==> config.mk <==
export PLATFORM = sky130hd
export DESIGN_NAME = tgr_seq
export DESIGN_NICKNAME = d
export VERILOG_FILES = /design/src/design/tgr_pkg.sv /design/src/design/tgr_seq.sv
export SDC_FILE = /design/constraint.sdc
export NUM_CORES = 1
export LEC_CHECK = 0
export BUFFER_PORTS_ARGS = -buffer_cell sky130_fd_sc_hd__buf_2
export CORE_ASPECT_RATIO = 0.75
export CORE_UTILIZATION = 50
export DETAILED_ROUTE_END_ITERATION = 8
export GPL_TIMING_DRIVEN = 0
export PLACE_DENSITY_LB_ADDON = 0.1
export SYNTH_ARGS = -nofsm -noshare
export SYNTH_HDL_FRONTEND = slang
export SYNTH_SLANG_ARGS = --single-unit
export TNS_END_PERCENT = 5
==> constraint.sdc <==
create_clock -name clk -period 22.3 [get_ports clk]
set_clock_uncertainty 0.2 [all_clocks]
set_input_delay 1.115 -clock clk [delete_from_list [all_inputs] [get_ports clk]]
set_output_delay 1.115 -clock clk [all_outputs]
set_load 0.01 [all_outputs]
==> src/design/tgr_pkg.sv <==
// ----------------------------------------------------------------------------
// tgr_pkg
// Shared types, codes and small lookup functions for the glyph renderer.
// ----------------------------------------------------------------------------
package tgr_pkg;

  // item kinds
  localparam logic [1:0] KIND_LOAD   = 2'd0;
  localparam logic [1:0] KIND_CURSOR = 2'd1;
  localparam logic [1:0] KIND_CHAR   = 2'd2;

  // register indexes
  localparam logic [2:0] REG_SCREEN_WIDTH   = 3'd0;
  localparam logic [2:0] REG_WRAP_ENABLE    = 3'd1;
  localparam logic [2:0] REG_FIRST_GLYPH    = 3'd2;
  localparam logic [2:0] REG_LAST_GLYPH     = 3'd3;
  localparam logic [2:0] REG_GLYPH_HEIGHT   = 3'd4;
  localparam logic [2:0] REG_BYTES_PER_ROW  = 3'd5;
  localparam logic [2:0] REG_BITS_PER_PIXEL = 3'd6;

  // character codes
  localparam logic [7:0] CH_NEWLINE = 8'd10;
  localparam logic [7:0] CH_RETURN  = 8'd13;
  localparam logic [7:0] CH_UPPER_A = 8'd65;
  localparam logic [7:0] CH_UPPER_Z = 8'd90;
  localparam logic [7:0] CH_LOWER_A = 8'd97;
  localparam logic [7:0] CH_LOWER_Z = 8'd122;
  localparam logic [7:0] CASE_DELTA = 8'd32;

  localparam int COV_BITS = 64;

  typedef struct packed {
    logic [15:0] screen_width;
    logic        wrap_enable;
    logic [7:0]  first_glyph;
    logic [7:0]  last_glyph;
    logic [5:0]  glyph_height;
    logic [3:0]  bytes_per_row;
    logic [3:0]  bits_per_pixel;
  } cfg_t;

  // pixels taken from one font byte
  function automatic logic [3:0] pix_per_byte(input logic [3:0] bpp);
    logic [3:0] r;
    case (bpp)
      4'd1:    r = 4'd8;
      4'd2:    r = 4'd4;
      4'd3:    r = 4'd3;
      4'd4:    r = 4'd2;
      4'd5:    r = 4'd2;
      4'd6:    r = 4'd2;
      4'd7:    r = 4'd2;
      default: r = 4'd1;
    endcase
    return r;
  endfunction

  // coverage bit positions consumed by one font byte
  function automatic logic [4:0] bits_per_byte(input logic [3:0] bpp);
    logic [4:0] r;
    case (bpp)
      4'd1:    r = 5'd8;
      4'd2:    r = 5'd8;
      4'd3:    r = 5'd9;
      4'd4:    r = 5'd8;
      4'd5:    r = 5'd10;
      4'd6:    r = 5'd12;
      4'd7:    r = 5'd14;
      default: r = 5'(bpp);
    endcase
    return r;
  endfunction

endpackage

==> src/design/tgr_seq.sv <==
// ----------------------------------------------------------------------------
// tgr_seq
// Item sequencer: cursor, glyph lookup, row fetch and unpack, result register.
// ----------------------------------------------------------------------------
module tgr_seq #(
  parameter int AW           = 12,
  parameter int HEADER_BYTES = 4,
  parameter int MAX_ROWS     = 32
) (
  input  logic               clk,
  input  logic               rst,
  input  tgr_pkg::cfg_t      cfg,
  input  logic               in_valid,
  output logic               in_ready,
  input  logic [1:0]         kind,
  input  logic [11:0]        font_addr,
  input  logic [7:0]         font_byte,
  input  logic [7:0]         char_code,
  input  logic [15:0]        new_cursor_x,
  input  logic [15:0]        new_cursor_y,
  output logic               out_valid,
  input  logic               out_ready,
  output logic [15:0]        row_x,
  output logic [15:0]        row_y,
  output logic [7:0]         row_width,
  output logic [63:0]        row_coverage,
  output logic               row_last,
  output logic               mem_we,
  output logic [AW-1:0]      mem_waddr,
  output logic [7:0]         mem_wdata,
  output logic [AW-1:0]      mem_raddr,
  input  logic [7:0]         mem_rdata
);

  localparam int RW = $clog2(MAX_ROWS + 1);

  typedef enum logic [6:0] {
    S_IDLE  = 7'b0000001,
    S_FOLD  = 7'b0000010,
    S_ADDR  = 7'b0000100,
    S_WIDTH = 7'b0001000,
    S_ROW   = 7'b0010000,
    S_BYTE  = 7'b0100000,
    S_EMIT  = 7'b1000000
  } state_t;

  state_t        state;
  logic [15:0]   cursor_x;
  logic [15:0]   cursor_y;
  logic [7:0]    code;
  logic [7:0]    glyph_off;
  logic [9:0]    stride;
  logic [AW-1:0] rowbase;
  logic [7:0]    width;
  logic [RW-1:0] rows;
  logic [RW-1:0] line;
  logic [3:0]    fetched;
  logic [8:0]    pix;
  logic [6:0]    bitpos;
  logic [63:0]   cov;

  logic          in_acc;
  logic [7:0]    c_fold;
  logic [18:0]   start_full;
  logic [AW-1:0] row_rd_addr;
  logic [3:0]    ppb;
  logic [4:0]    step;
  logic [8:0]    pix_next;
  logic [6:0]    bitpos_next;
  logic [8:0]    rem;
  logic [5:0]    nb_full;
  logic [7:0]    byte_mask;
  logic [63:0]   cov_next;
  logic          row_done;
  logic          wrap_hit;
  logic [15:0]   wrap_x;
  logic [15:0]   wrap_y;
  logic [RW-1:0] rows_cfg;

  assign in_ready = (state == S_IDLE);
  assign in_acc   = in_valid && in_ready;

  assign mem_we    = in_acc && (kind == tgr_pkg::KIND_LOAD);
  assign mem_waddr = AW'(font_addr);
  assign mem_wdata = font_byte;

  // case folding
  always_comb begin
    c_fold = code;
    if (c_fold < cfg.first_glyph && c_fold >= tgr_pkg::CH_UPPER_A &&
        c_fold <= tgr_pkg::CH_UPPER_Z) begin
      c_fold = c_fold + tgr_pkg::CASE_DELTA;
    end
    if (c_fold > cfg.last_glyph && c_fold >= tgr_pkg::CH_LOWER_A &&
        c_fold <= tgr_pkg::CH_LOWER_Z) begin
      c_fold = c_fold - tgr_pkg::CASE_DELTA;
    end
  end

  assign start_full = 19'(HEADER_BYTES) + 19'(glyph_off) * 19'(stride);

  // bytes of a row are walked from the last one backwards
  assign row_rd_addr = rowbase + AW'(cfg.bytes_per_row) - AW'(fetched) - AW'(1);

  always_comb begin
    if (state == S_ADDR) begin
      mem_raddr = AW'(start_full);
    end else begin
      mem_raddr = row_rd_addr;
    end
  end

  // unpack one font byte into the coverage word
  assign ppb         = tgr_pkg::pix_per_byte(cfg.bits_per_pixel);
  assign step        = tgr_pkg::bits_per_byte(cfg.bits_per_pixel);
  assign pix_next    = pix + 9'(ppb);
  assign bitpos_next = bitpos + 7'(step);
  assign rem         = {1'b0, width} - pix;
  assign nb_full     = 6'(rem[2:0]) * 6'(cfg.bits_per_pixel[2:0]);

  always_comb begin
    if (rem >= 9'(ppb)) begin
      byte_mask = 8'hff;
    end else begin
      byte_mask = (8'd1 << nb_full[3:0]) - 8'd1;
    end
  end

  assign cov_next = cov | (64'(mem_rdata & byte_mask) << bitpos[5:0]);
  assign row_done = (pix_next >= {1'b0, width}) ||
                    (bitpos_next >= 7'(tgr_pkg::COV_BITS));

  // wrap decision, taken on the fresh width byte
  assign wrap_hit = cfg.wrap_enable &&
                    ({1'b0, cursor_x} + 17'(mem_rdata) > {1'b0, cfg.screen_width});
  assign wrap_x   = wrap_hit ? 16'd0 : cursor_x;
  assign wrap_y   = wrap_hit ? cursor_y + 16'(cfg.glyph_height) : cursor_y;

  always_comb begin
    if (32'(cfg.glyph_height) < MAX_ROWS) begin
      rows_cfg = RW'(cfg.glyph_height);
    end else begin
      rows_cfg = RW'(MAX_ROWS);
    end
  end

  always_ff @(posedge clk) begin
    if (rst) begin
      state     <= S_IDLE;
      cursor_x  <= 16'd0;
      cursor_y  <= 16'd0;
      out_valid <= 1'b0;
    end else begin
      if (out_valid && out_ready) begin
        out_valid <= 1'b0;
      end
      case (state)
        S_IDLE: begin
          if (in_acc) begin
            code <= char_code;
            if (kind == tgr_pkg::KIND_CURSOR) begin
              cursor_x <= new_cursor_x;
              cursor_y <= new_cursor_y;
            end else if (kind == tgr_pkg::KIND_CHAR) begin
              state <= S_FOLD;
            end
          end
        end
        S_FOLD: begin
          glyph_off <= c_fold - cfg.first_glyph;
          stride    <= 10'(cfg.glyph_height) * 10'(cfg.bytes_per_row) + 10'd1;
          if (code == tgr_pkg::CH_NEWLINE) begin
            cursor_y <= cursor_y + 16'(cfg.glyph_height);
            cursor_x <= 16'd0;
            state    <= S_IDLE;
          end else if (code == tgr_pkg::CH_RETURN ||
                       c_fold < cfg.first_glyph || c_fold > cfg.last_glyph) begin
            state <= S_IDLE;
          end else begin
            state <= S_ADDR;
          end
        end
        S_ADDR: begin
          rowbase <= AW'(start_full + 19'd1);
          state   <= S_WIDTH;
        end
        S_WIDTH: begin
          width    <= mem_rdata;
          rows     <= rows_cfg;
          line     <= '0;
          fetched  <= 4'd0;
          cursor_y <= wrap_y;
          if (rows_cfg == '0) begin
            cursor_x <= wrap_x + 16'(mem_rdata);
            state    <= S_IDLE;
          end else begin
            cursor_x <= wrap_x;
            state    <= S_ROW;
          end
        end
        S_ROW: begin
          cov    <= 64'd0;
          pix    <= 9'd0;
          bitpos <= 7'd0;
          if (width == 8'd0 || cfg.bits_per_pixel == 4'd0) begin
            state <= S_EMIT;
          end else begin
            fetched <= 4'd1;
            state   <= S_BYTE;
          end
        end
        S_BYTE: begin
          cov    <= cov_next;
          pix    <= pix_next;
          bitpos <= bitpos_next;
          if (row_done) begin
            state <= S_EMIT;
          end else begin
            fetched <= fetched + 4'd1;
          end
        end
        S_EMIT: begin
          if (!out_valid || out_ready) begin
            out_valid    <= 1'b1;
            row_x        <= cursor_x;
            row_y        <= cursor_y + 16'(line);
            row_width    <= width;
            row_coverage <= cov;
            row_last     <= (line + RW'(1) == rows);
            if (line + RW'(1) == rows) begin
              cursor_x <= cursor_x + 16'(width);
              state    <= S_IDLE;
            end else begin
              line    <= line + RW'(1);
              rowbase <= rowbase + AW'(cfg.bytes_per_row);
              fetched <= 4'd0;
              state   <= S_ROW;
            end
          end
        end
        default: begin
          state <= S_IDLE;
        end
      endcase
    end
  end

endmodule

After elaboration in Yosys (flattened, before gate mapping)
Cells that the tools add are included.
- flip-flop bits (word level): 287
- output and inout bits: 140
- bits of input ports: 121
- logic and storage cells: 177
- bitwise logic cells: 3
- magnitude comparators: 13
- multiply operators: 3
- multiplexer cells: 48
- reductions and logical operators: 37
- shift operators: 2
- equal/unequal tests: 31
- add/subtract/negate cells: 20
- operators with widths (kind ; number):
    $mux W16 ; 11
    $pmux W64 S2 ; 1
    $or A64 B64 Y64 ; 1
    $pmux W16 S4 ; 1
    $shl A8 B6 Y64 ; 1
    $pmux W7 S7 ; 1
    $pmux W16 S3 ; 1
    $mux W7 ; 6
    $mux W12 ; 3
    $add A16 B6 Y16 ; 2
    $add A16 B8 Y16 ; 2
    $pmux W4 S4 ; 2
    $mux W8 ; 3
    $pmux W12 S2 ; 1
    $pmux W4 S5 ; 1
    $mux W6 ; 3
    $ne A2 B2 Y1 const B ; 9
    $pmux W9 S2 ; 1
    $add A16 B8 Y17 ; 1
    $gt A17 B16 Y1 ; 1
    $eq A4 B3 Y1 const B ; 4
    $eq A8 B4 Y1 const B ; 2
    $ge A8 B7 Y1 const B ; 2
    $gt A8 B8 Y1 ; 2
    63 further kinds ; 95

Logic depth before layout (Yosys ltp)
Gate-level depths: netlist of the first run.
- depth in word-level cells: 14
- gate-level depth with buffers: 32
- mapped depth without buffers: 31

Worst setup path after synthesis of the first run
Ideal clock, no wire load.
- path type: flip-flop to flip-flop
- start: register state[1]
- end: register row_coverage[0] (enable)
- stages on the path, launching flop included: 7
- data required time: 21403 ps
- path slack: 12521 ps
- library setup time: 697 ps
- path buffers: 3
- arrival time: 8882 ps
- clock period less this slack: 9779 ps
- path through: dfxtp_1 > nor4_1 > nand4bb_1 > clkbuf_1 > buf_1 > buf_1 > nor3_1
- cells in the longest elaborated chain, start to end: 2
- RTL lines (item ; RTL line ; text):
    start, declared ; tgr_seq.sv:47 ; state_t state;
    start signal, assigned ; tgr_seq.sv:149 ; state <= S_IDLE;
    start signal, assigned ; tgr_seq.sv:165 ; state <= S_FOLD;
    start signal, assigned ; tgr_seq.sv:175 ; state <= S_IDLE;
    $eq A7 B7 Y1 ; tgr_seq.sv:157 ; case (state)
    $reduce_and A3 Y1 (no line) ; -- ;
    end signal, assigned ; tgr_seq.sv:228 ; row_coverage <= cov;
    end, declared ; tgr_seq.sv:26 ; output logic [63:0] row_coverage,
No other way between the ends.
A chain may end at the register's enable or synchronous reset.

Final worst setup path of the first run
- start: input port mem_rdata[1]
- end: register cursor_x[15]
- cells in the longest elaborated chain, start to end: 7
- RTL lines (item ; RTL line ; text):
    start, declared ; tgr_seq.sv:32 ; input logic [7:0] mem_rdata
    $add A16 B8 Y17 ; tgr_seq.sv:135 ; ({1'b0, cursor_x} + 17'(mem_rdata) > {1'b0, cfg.screen_width});
    $gt A17 B16 Y1 ; tgr_seq.sv:135 ;
    $logic_and A1 B1 Y1 ; tgr_seq.sv:134 ; assign wrap_hit = cfg.wrap_enable &&
    $mux W16 ; tgr_seq.sv:136 ; assign wrap_x = wrap_hit ? 16'd0 : cursor_x;
    $add A16 B8 Y16 ; tgr_seq.sv:194 ; cursor_x <= wrap_x + 16'(mem_rdata);
    $mux W16 * ; tgr_seq.sv:193 ; if (rows_cfg == '0) begin
    $pmux W16 S4 * ; tgr_seq.sv:157 ;
    end signal, assigned ; tgr_seq.sv:162 ; cursor_x <= new_cursor_x;
    end signal, assigned ; tgr_seq.sv:194 ;
    end signal, assigned ; tgr_seq.sv:197 ; cursor_x <= wrap_x;
    end, declared ; tgr_seq.sv:48 ; logic [15:0] cursor_x;
Mark *: on every way between the ends. The rest lies on a longest branch, timed or not.

==> metrics.md, run 1 <==
| Metric | Value |
|---|---|
| I/O pin count | `approximately 260` |
| Post-DR vias/cell | `approximately 5.7` |
| CTS Buffer Depth | `3` |
| Post-route ant nets | `0` |
| Max-Cap Viols | `0` |
| Finished Layout Cells | `roughly 2800` |
| Worst vdd ir | `approximately 0.056 mV` |
| Syn. warnings | `0` |
| Initial core utilization | `0.513` |
| Slowest cell on the critical path | `o31ai_1` |
| WP data required | `22.61 ns` |
| Reg-to-reg startpoint | `cursor_x[1]` |
| Final Hold Viols | `0` |
| Worst skew pair latency | `between 0.5 and 0.6 ns` |
| Syn Nets | `between 2000 and 2500` |
| Sequential-to-total area share from yosys stat | `0.415` |
| Crit start category | `primary input` |
| Hold Slack | `approximately 0.23 ns` |
| CP arrival | `8.36 ns` |
| DRT iter0 DRCs | `1586` |
| First-pass GRT wire length | `about 83000 um` |
| Number of synthesized register bits | `~290` |
| Reg2reg path depth | `29` |
| Setup violators final | `0` |
| Number of flops mapped to enable cells by yosys | `roughly 250` |
| Hold_buf cts | `0` |
| Fmax | `about 120 MHz` |
| Commonest non-fill, non-tap cell in the layout | `edfxtp_1` |
| Worst R2R Setup Slack | `14.38 ns` |
| Drt drc | `0` |
| CP endpoint | `cursor_x[15]` |
| Vias in the first global route | `15100` |
| Vias post-DR | `about 16000` |
| DP Area | `21800 um2` |
| Core Box Area | `just under 40000 um2` |
| Setup Fix Bufs, Post-CTS | `0` |
| Crit path launch | `mem_rdata[1]` |
| GRT overflow | `0` |
| Worst path max stage delay | `~0.71 ns` |
| CTS tree | `done` |
| Hold WC Path Type | `reg2reg` |
| Gr usage total | `0.261` |
| Mean Syn Cell Area | `approximately 9.9 um2` |
| Post-DP HPWL | `between 40000 and 50000 um` |
| Setup TNS | `0 ns` |
| Placed cell count | `approximately 2800` |
| Initial antenna violation count | `7` |
| Final Max Slew Viols | `0` |
| Crit Path Category | `in2reg` |
| Final Cycle Share | `0.361` |
| Netlist cell types | `88` |
| Top FF cell, synth | `edfxtp_1` |
| Largest net degree at the start of global routing | `35` |
| Reg-to-reg endpoint | `cursor_x[15]` |
| Slew of the pin with the lowest slew margin | `1.28 ns` |
| Power Total | `between 1 and 1.5 mW` |
| Die width | `~230 um` |
| Gpl congestion | `around 0.95` |
| # resized after CTS | `0` |
| Async set or reset register ratio after synthesis | `0` |
| Layout Nets | `2607` |
| Die Span Y | `approximately 170 um` |
| CTS Buf Count | `30` |
| Share of cells above drive strength 1 | `0.157` |
| Synth Instances | `approximately 2000` |
| Worst Setup End Kind | `flip-flop` |
| Outcome | `complete, no violations` |
| Sink Count | `287` |
| Die area | `~40000 um2` |
| Power density over the cells | `~59 nW/um2` |
| Clk slew on worst S/H paths | `approximately 0.07 ns` |
| Finished Cell Area | `roughly 23000 um2` |
| Synthesized cell area | `roughly 20000 um2` |
| RSZ-0062 raised after global routing | `no` |
| Worst-path fanout max | `10` |
| # port buffers | `roughly 240` |
| Slew headroom | `0.132` |
| Drt pass-1 iters | `5` |
| Leak | `around 9.6 nW` |
| Area Overhead vs Synth | `15.3%` |
| Most frequent cells in the layout | `edfxtp_1 (247), buf_2 (243), nor2_1 (188)` |
| Clock period minus worst slack | `between 8 and 9 ns` |
| Routed wire per std cell | `approximately 19 um` |
| # H-tree levels | `1` |
| Clock root buffer master | `clkbuf_16` |
| Row Count | `between 60 and 70` |
| Routed WL | `between 50000 and 60000 um` |
[report_power, final]
group,total (mW),internal [mW],switching (mW)
registers,0.602,0.590,0.0125
clock network,0.523,0.306,0.217
logic,0.219,0.0946,0.124
total,1.34,0.991,0.354
[worst min-delay path by stage]
stage               slack [ns]    startpoint        end  depth (start not counted)
finish                    0.23   cursor_x[9]   row_x[9]                          0
global route              0.23   cursor_x[9]   row_x[9]                          0
CTS                       0.23   cursor_x[9]   row_x[9]                          0
detailed placement        0.21   cursor_x[9]   row_x[9]                          0
global placement          0.21   cursor_x[9]   row_x[9]                          0
floorplan                 0.20  cursor_x[14]  row_x[14]                          0
[sequential cells by signal, summed over array words and instances (netlist names)]
signal        count
cov              64
row_x            16
glyph_off         8
code              8
row_width         8
bitpos            7
fetched           4
pix               9
line              6
out_valid         1
row_last          1
cursor_y         16
row_y            16
width             8
row_coverage     64
stride           10
state             7
cursor_x         16
rows              6
rowbase          12
[cell type report]
class	count	area, um2
sequential	287	8220
tap	512	641
buffer	88	504
multi-input combinational	1454	10500
inverter	168	631
antenna	5	12.5
clock inverter	17	229
clock buffer	35	779
timing repair buffer	249	1340
fill	3339	15800
[through the flow]
step	utilization	setup slack, ns
2_1_floorplan	-	12.52
3_3_place_gp	0.560	8.08
3_5_place_dp	0.564	13.76
4_1_cts	0.591	14.34
5_1_grt	0.591	13.86
6_report	0.591	14.25
[worst max-delay path: cells and delay by family]
kind	cells	cell delay, ns
buffers and inverters	2	0.48
XOR/XNOR	1	0.17
AO/OA/AOI/OAI	17	4.20
AND/OR/NAND/NOR	5	0.76
adder cells (fa/ha/maj)	5	1.62
[cells by family (layout without fill, tap and decap cells)]
logic type / after synthesis / count (layout) / share of synthesized area
flops: 287 / 287 / 0.415
fa+ha+maj: 210 / 210 / 0.154
simple gates: 647 / 647 / 0.157
mux: 13 / 13 / 0.00815
compound gates: 444 / 444 / 0.146
buf+inv: 256 / 557 / 0.0573
xor+xnor: 140 / 140 / 0.0623
other cells: 0 / 5 / 0
[per-layer routing]
metal	GRT usage	routed length [um]	up-vias
li1	-	-	7657
met1	0.397	25600	7607
met2	0.384	22700	608
met3	0.0394	4030	78
met4	0.0726	1320	2
met5	0	17	-
[cell usage after synthesis, types with 43 or more instances]
master | instances | share of area
nand3_1 | 43 | 0.011
xor2_1 | 48 | 0.021
nor2_1 | 191 | 0.036
xnor2_1 | 91 | 0.040
clkbuf_1 | 48 | 0.0091
and2_1 | 69 | 0.022
o21ai_0 | 92 | 0.023
nand2_1 | 165 | 0.031
nor2b_1 | 43 | 0.014
a21oi_1 | 116 | 0.029
ha_1 | 152 | 0.096
inv_1 | 167 | 0.032
edfxtp_1 | 247 | 0.37
fa_1 | 56 | 0.057
Power figures use the tool's default switching activity.
==> inputs of run 2 (changes only) <==
clock period = 7.65 ns   (was 22.3 ns; I/O delays follow)
==> metrics.md, run 2 (synthesis results as in run 1) <==
| Metric | Value |
|---|---|
| Leak | `9.76 nW (+2.2%)` |
| Gpl congestion | `0.953 (+0.19%)` |
| WP data required | `7.91 ns (-14.70 ns)` |
| Hold Slack | `0.0189 ns (-0.211 ns)` |
| Outcome | `complete, no violations` |
| Met1 GRT Util | `0.397 (-0.000402)` |
| Drt pass-1 iters | `5 (unchanged)` |
| RSZ-0062 raised after global routing | `no` |
| CP arrival | `7.27 ns (-1.09 ns)` |
| CP Buf/Inv Count | `2 (unchanged)` |
| Crit start category | `primary input` |
| # H-tree levels | `2 (+1)` |
| Global route hottest layer | `met2` |
| Worst-path fanout max | `12 (+2)` |
| Routed wire per std cell | `18.6 um (-2.6%)` |
| Largest registers | `cov x64, row_coverage x64` |
| Ant diodes | `0 (-5)` |
| Worst skew pair latency | `0.53 ns (-0.06 ns)` |
| Initial core utilization | `0.513 (unchanged)` |
| Most frequent cells in the layout | `edfxtp_1 (247), buf_2 (243), nor2_1 (189)` |
| I/O pin count | `261 (unchanged)` |
| Gr usage total | `0.262 (about the same)` |
| Slew headroom | `0.182 (+0.0497)` |
| Clk slew on worst S/H paths | `0.06 ns (about the same)` |
| Final Max Slew Viols | `0 (unchanged)` |
| Slew of the pin with the lowest slew margin | `1.22 ns (-0.0663 ns)` |
| Vias post-DR | `16100 (+0.71%)` |
| Die width | `232 um (unchanged)` |
| First-pass GRT wire length | `84100 um (+1.7%)` |
| Worst path max stage delay | `0.55 ns (-0.16 ns)` |
| Post-DP HPWL | `40700 um (-3.1%)` |
| Worst vdd ir | `0.128 mV (+130%)` |
| Slowest cell on the critical path | `dlygate4sd3_1` |
| GRT met2 Usage | `0.397 (+0.0136)` |
| Layout Nets | `2637 (+1.2%)` |
| Max-Cap Viols | `0 (unchanged)` |
| CP top delay family | `compound AO/OA/AOI/OAI gates` |
| CTS tree | `done` |
| Finished Cell Area | `23300 um2 (+2.2%)` |
| Vias in the first global route | `15600 (+3.3%)` |
| Crit Path Category | `in2reg` |
| Fmax | `around 140 MHz` |
| Post-DR vias/cell | `5.64 (-0.39%)` |
| Hold WC Path Type | `in2reg` |
| CTS Buf Count | `34 (+13%)` |
| Die Span Y | `174 um (unchanged)` |
| Sink Count | `287 (unchanged)` |
| Largest net degree at the start of global routing | `26 (-26%)` |
| Commonest non-fill, non-tap cell in the layout | `edfxtp_1` |
| GRT overflow | `0 (unchanged)` |
| Core Box Area | `38600 um2 (unchanged)` |
| DRT iter0 DRCs | `1256 (-21%)` |
| DP Area | `21900 um2 (+0.25%)` |
| Area Overhead vs Synth | `17.8%` |
| Routed WL | `52900 um (-1.5%)` |
| Drt drc | `0 (unchanged)` |
| Final Hold Viols | `0 (unchanged)` |
| Initial antenna violation count | `0 (-7)` |
| # port buffers | `236 (unchanged)` |
| Final Cycle Share | `0.916` |
| Worst Setup End Kind | `flip-flop` |
| Post-route ant nets | `0 (unchanged)` |
| Die area | `40400 um2 (unchanged)` |
| GRT met3 Usage | `0.0358 (-0.00361)` |
| Clock period minus worst slack | `between 7 and 8 ns` |
| Post-layout util | `0.604 (+0.0131)` |
| Row Count | `62 (unchanged)` |
| Setup violators final | `0 (unchanged)` |
| Share of cells above drive strength 1 | `0.157 (+0.000583)` |
| CTS Buffer Depth | `3 (unchanged)` |
| Power density over the cells | `176 nW/um2 (+200%)` |
| Clock root buffer master | `clkbuf_16` |
| Setup Fix Bufs, Post-CTS | `0 (unchanged)` |
[run 2: area by class of cell]
| cell class | instances | area (um2) |
|---|---|---|
| Buffer | 87 | 500 |
| Timing Repair Buffer | 276 | 1690 |
| Fill cell | 3265 | 15300 |
| Sequential cell | 287 | 8220 |
| Clock buffer | 41 | 908 |
| Multi-Input combinational cell | 1454 | 10500 |
| Tap cell | 512 | 641 |
| Clock inverter | 21 | 249 |
| Inverter | 168 | 631 |
[run 2: worst reg2reg max path: cells and delay by family, from the launching register on]
kind	cells	cell delay [ns]
XOR/XNOR	1	0.19
adder cells (fa/ha/maj)	5	1.64
flip-flops	1	0.48
AND/OR/NAND/NOR	5	0.70
AO/OA/AOI/OAI	17	3.72
[run 2: power by group]
part,switching [mW],internal (mW)
combinational,0.369,0.286
sequential,0.0352,1.72
clock,0.669,1.02
[run 2: final timing paths]
path                    startpoint                to  slack, ns  cells after the start
setup / recovery      mem_rdata[0]      cursor_x[15]       0.64                     30
setup reg to reg       cursor_x[1]      cursor_x[15]       0.65                     28
hold reg to reg            cov[59]  row_coverage[59]       0.23                      0
hold / removal    new_cursor_y[13]      cursor_y[13]       0.02                      3
[run 2: per-stage QoR]
| step | power, mW | setup WS, ns | TNS (ns) | cells |
|---|---|---|---|---|
| 4_1_cts | 4.11 | 0.0306 | 0 | 2846 |
| 5_1_grt | 4.26 | 0.0944 | 0 | 2846 |
| 3_3_place_gp | 2.40 | -1.75 | -191.02 | 2745 |
| 3_5_place_dp | 2.42 | -0.155 | -0.229 | 2755 |
| 6_report | 4.10 | 0.640 | 0 | 2846 |
| 2_1_floorplan | 2.23 | 1.11 | 0 | 1997 |
[run 2: repair_timing]
action / 4_1_cts / 5_1_grt
hold endpoints to repair: 29 / 0
pin swaps: 0 / 0
setup endpoints to repair: 2 / 10
gates resized for setup: 1 / 5
hold buffers: 29 / 0
[run 2: routing by layer]
metal | vias to the layer above | wire (um)
li1 | 7712 | -
met1 | 7689 | 25500
met3 | 65 | 3610
met4 | 0 | 814
met5 | - | 0
met2 | 599 | 23000
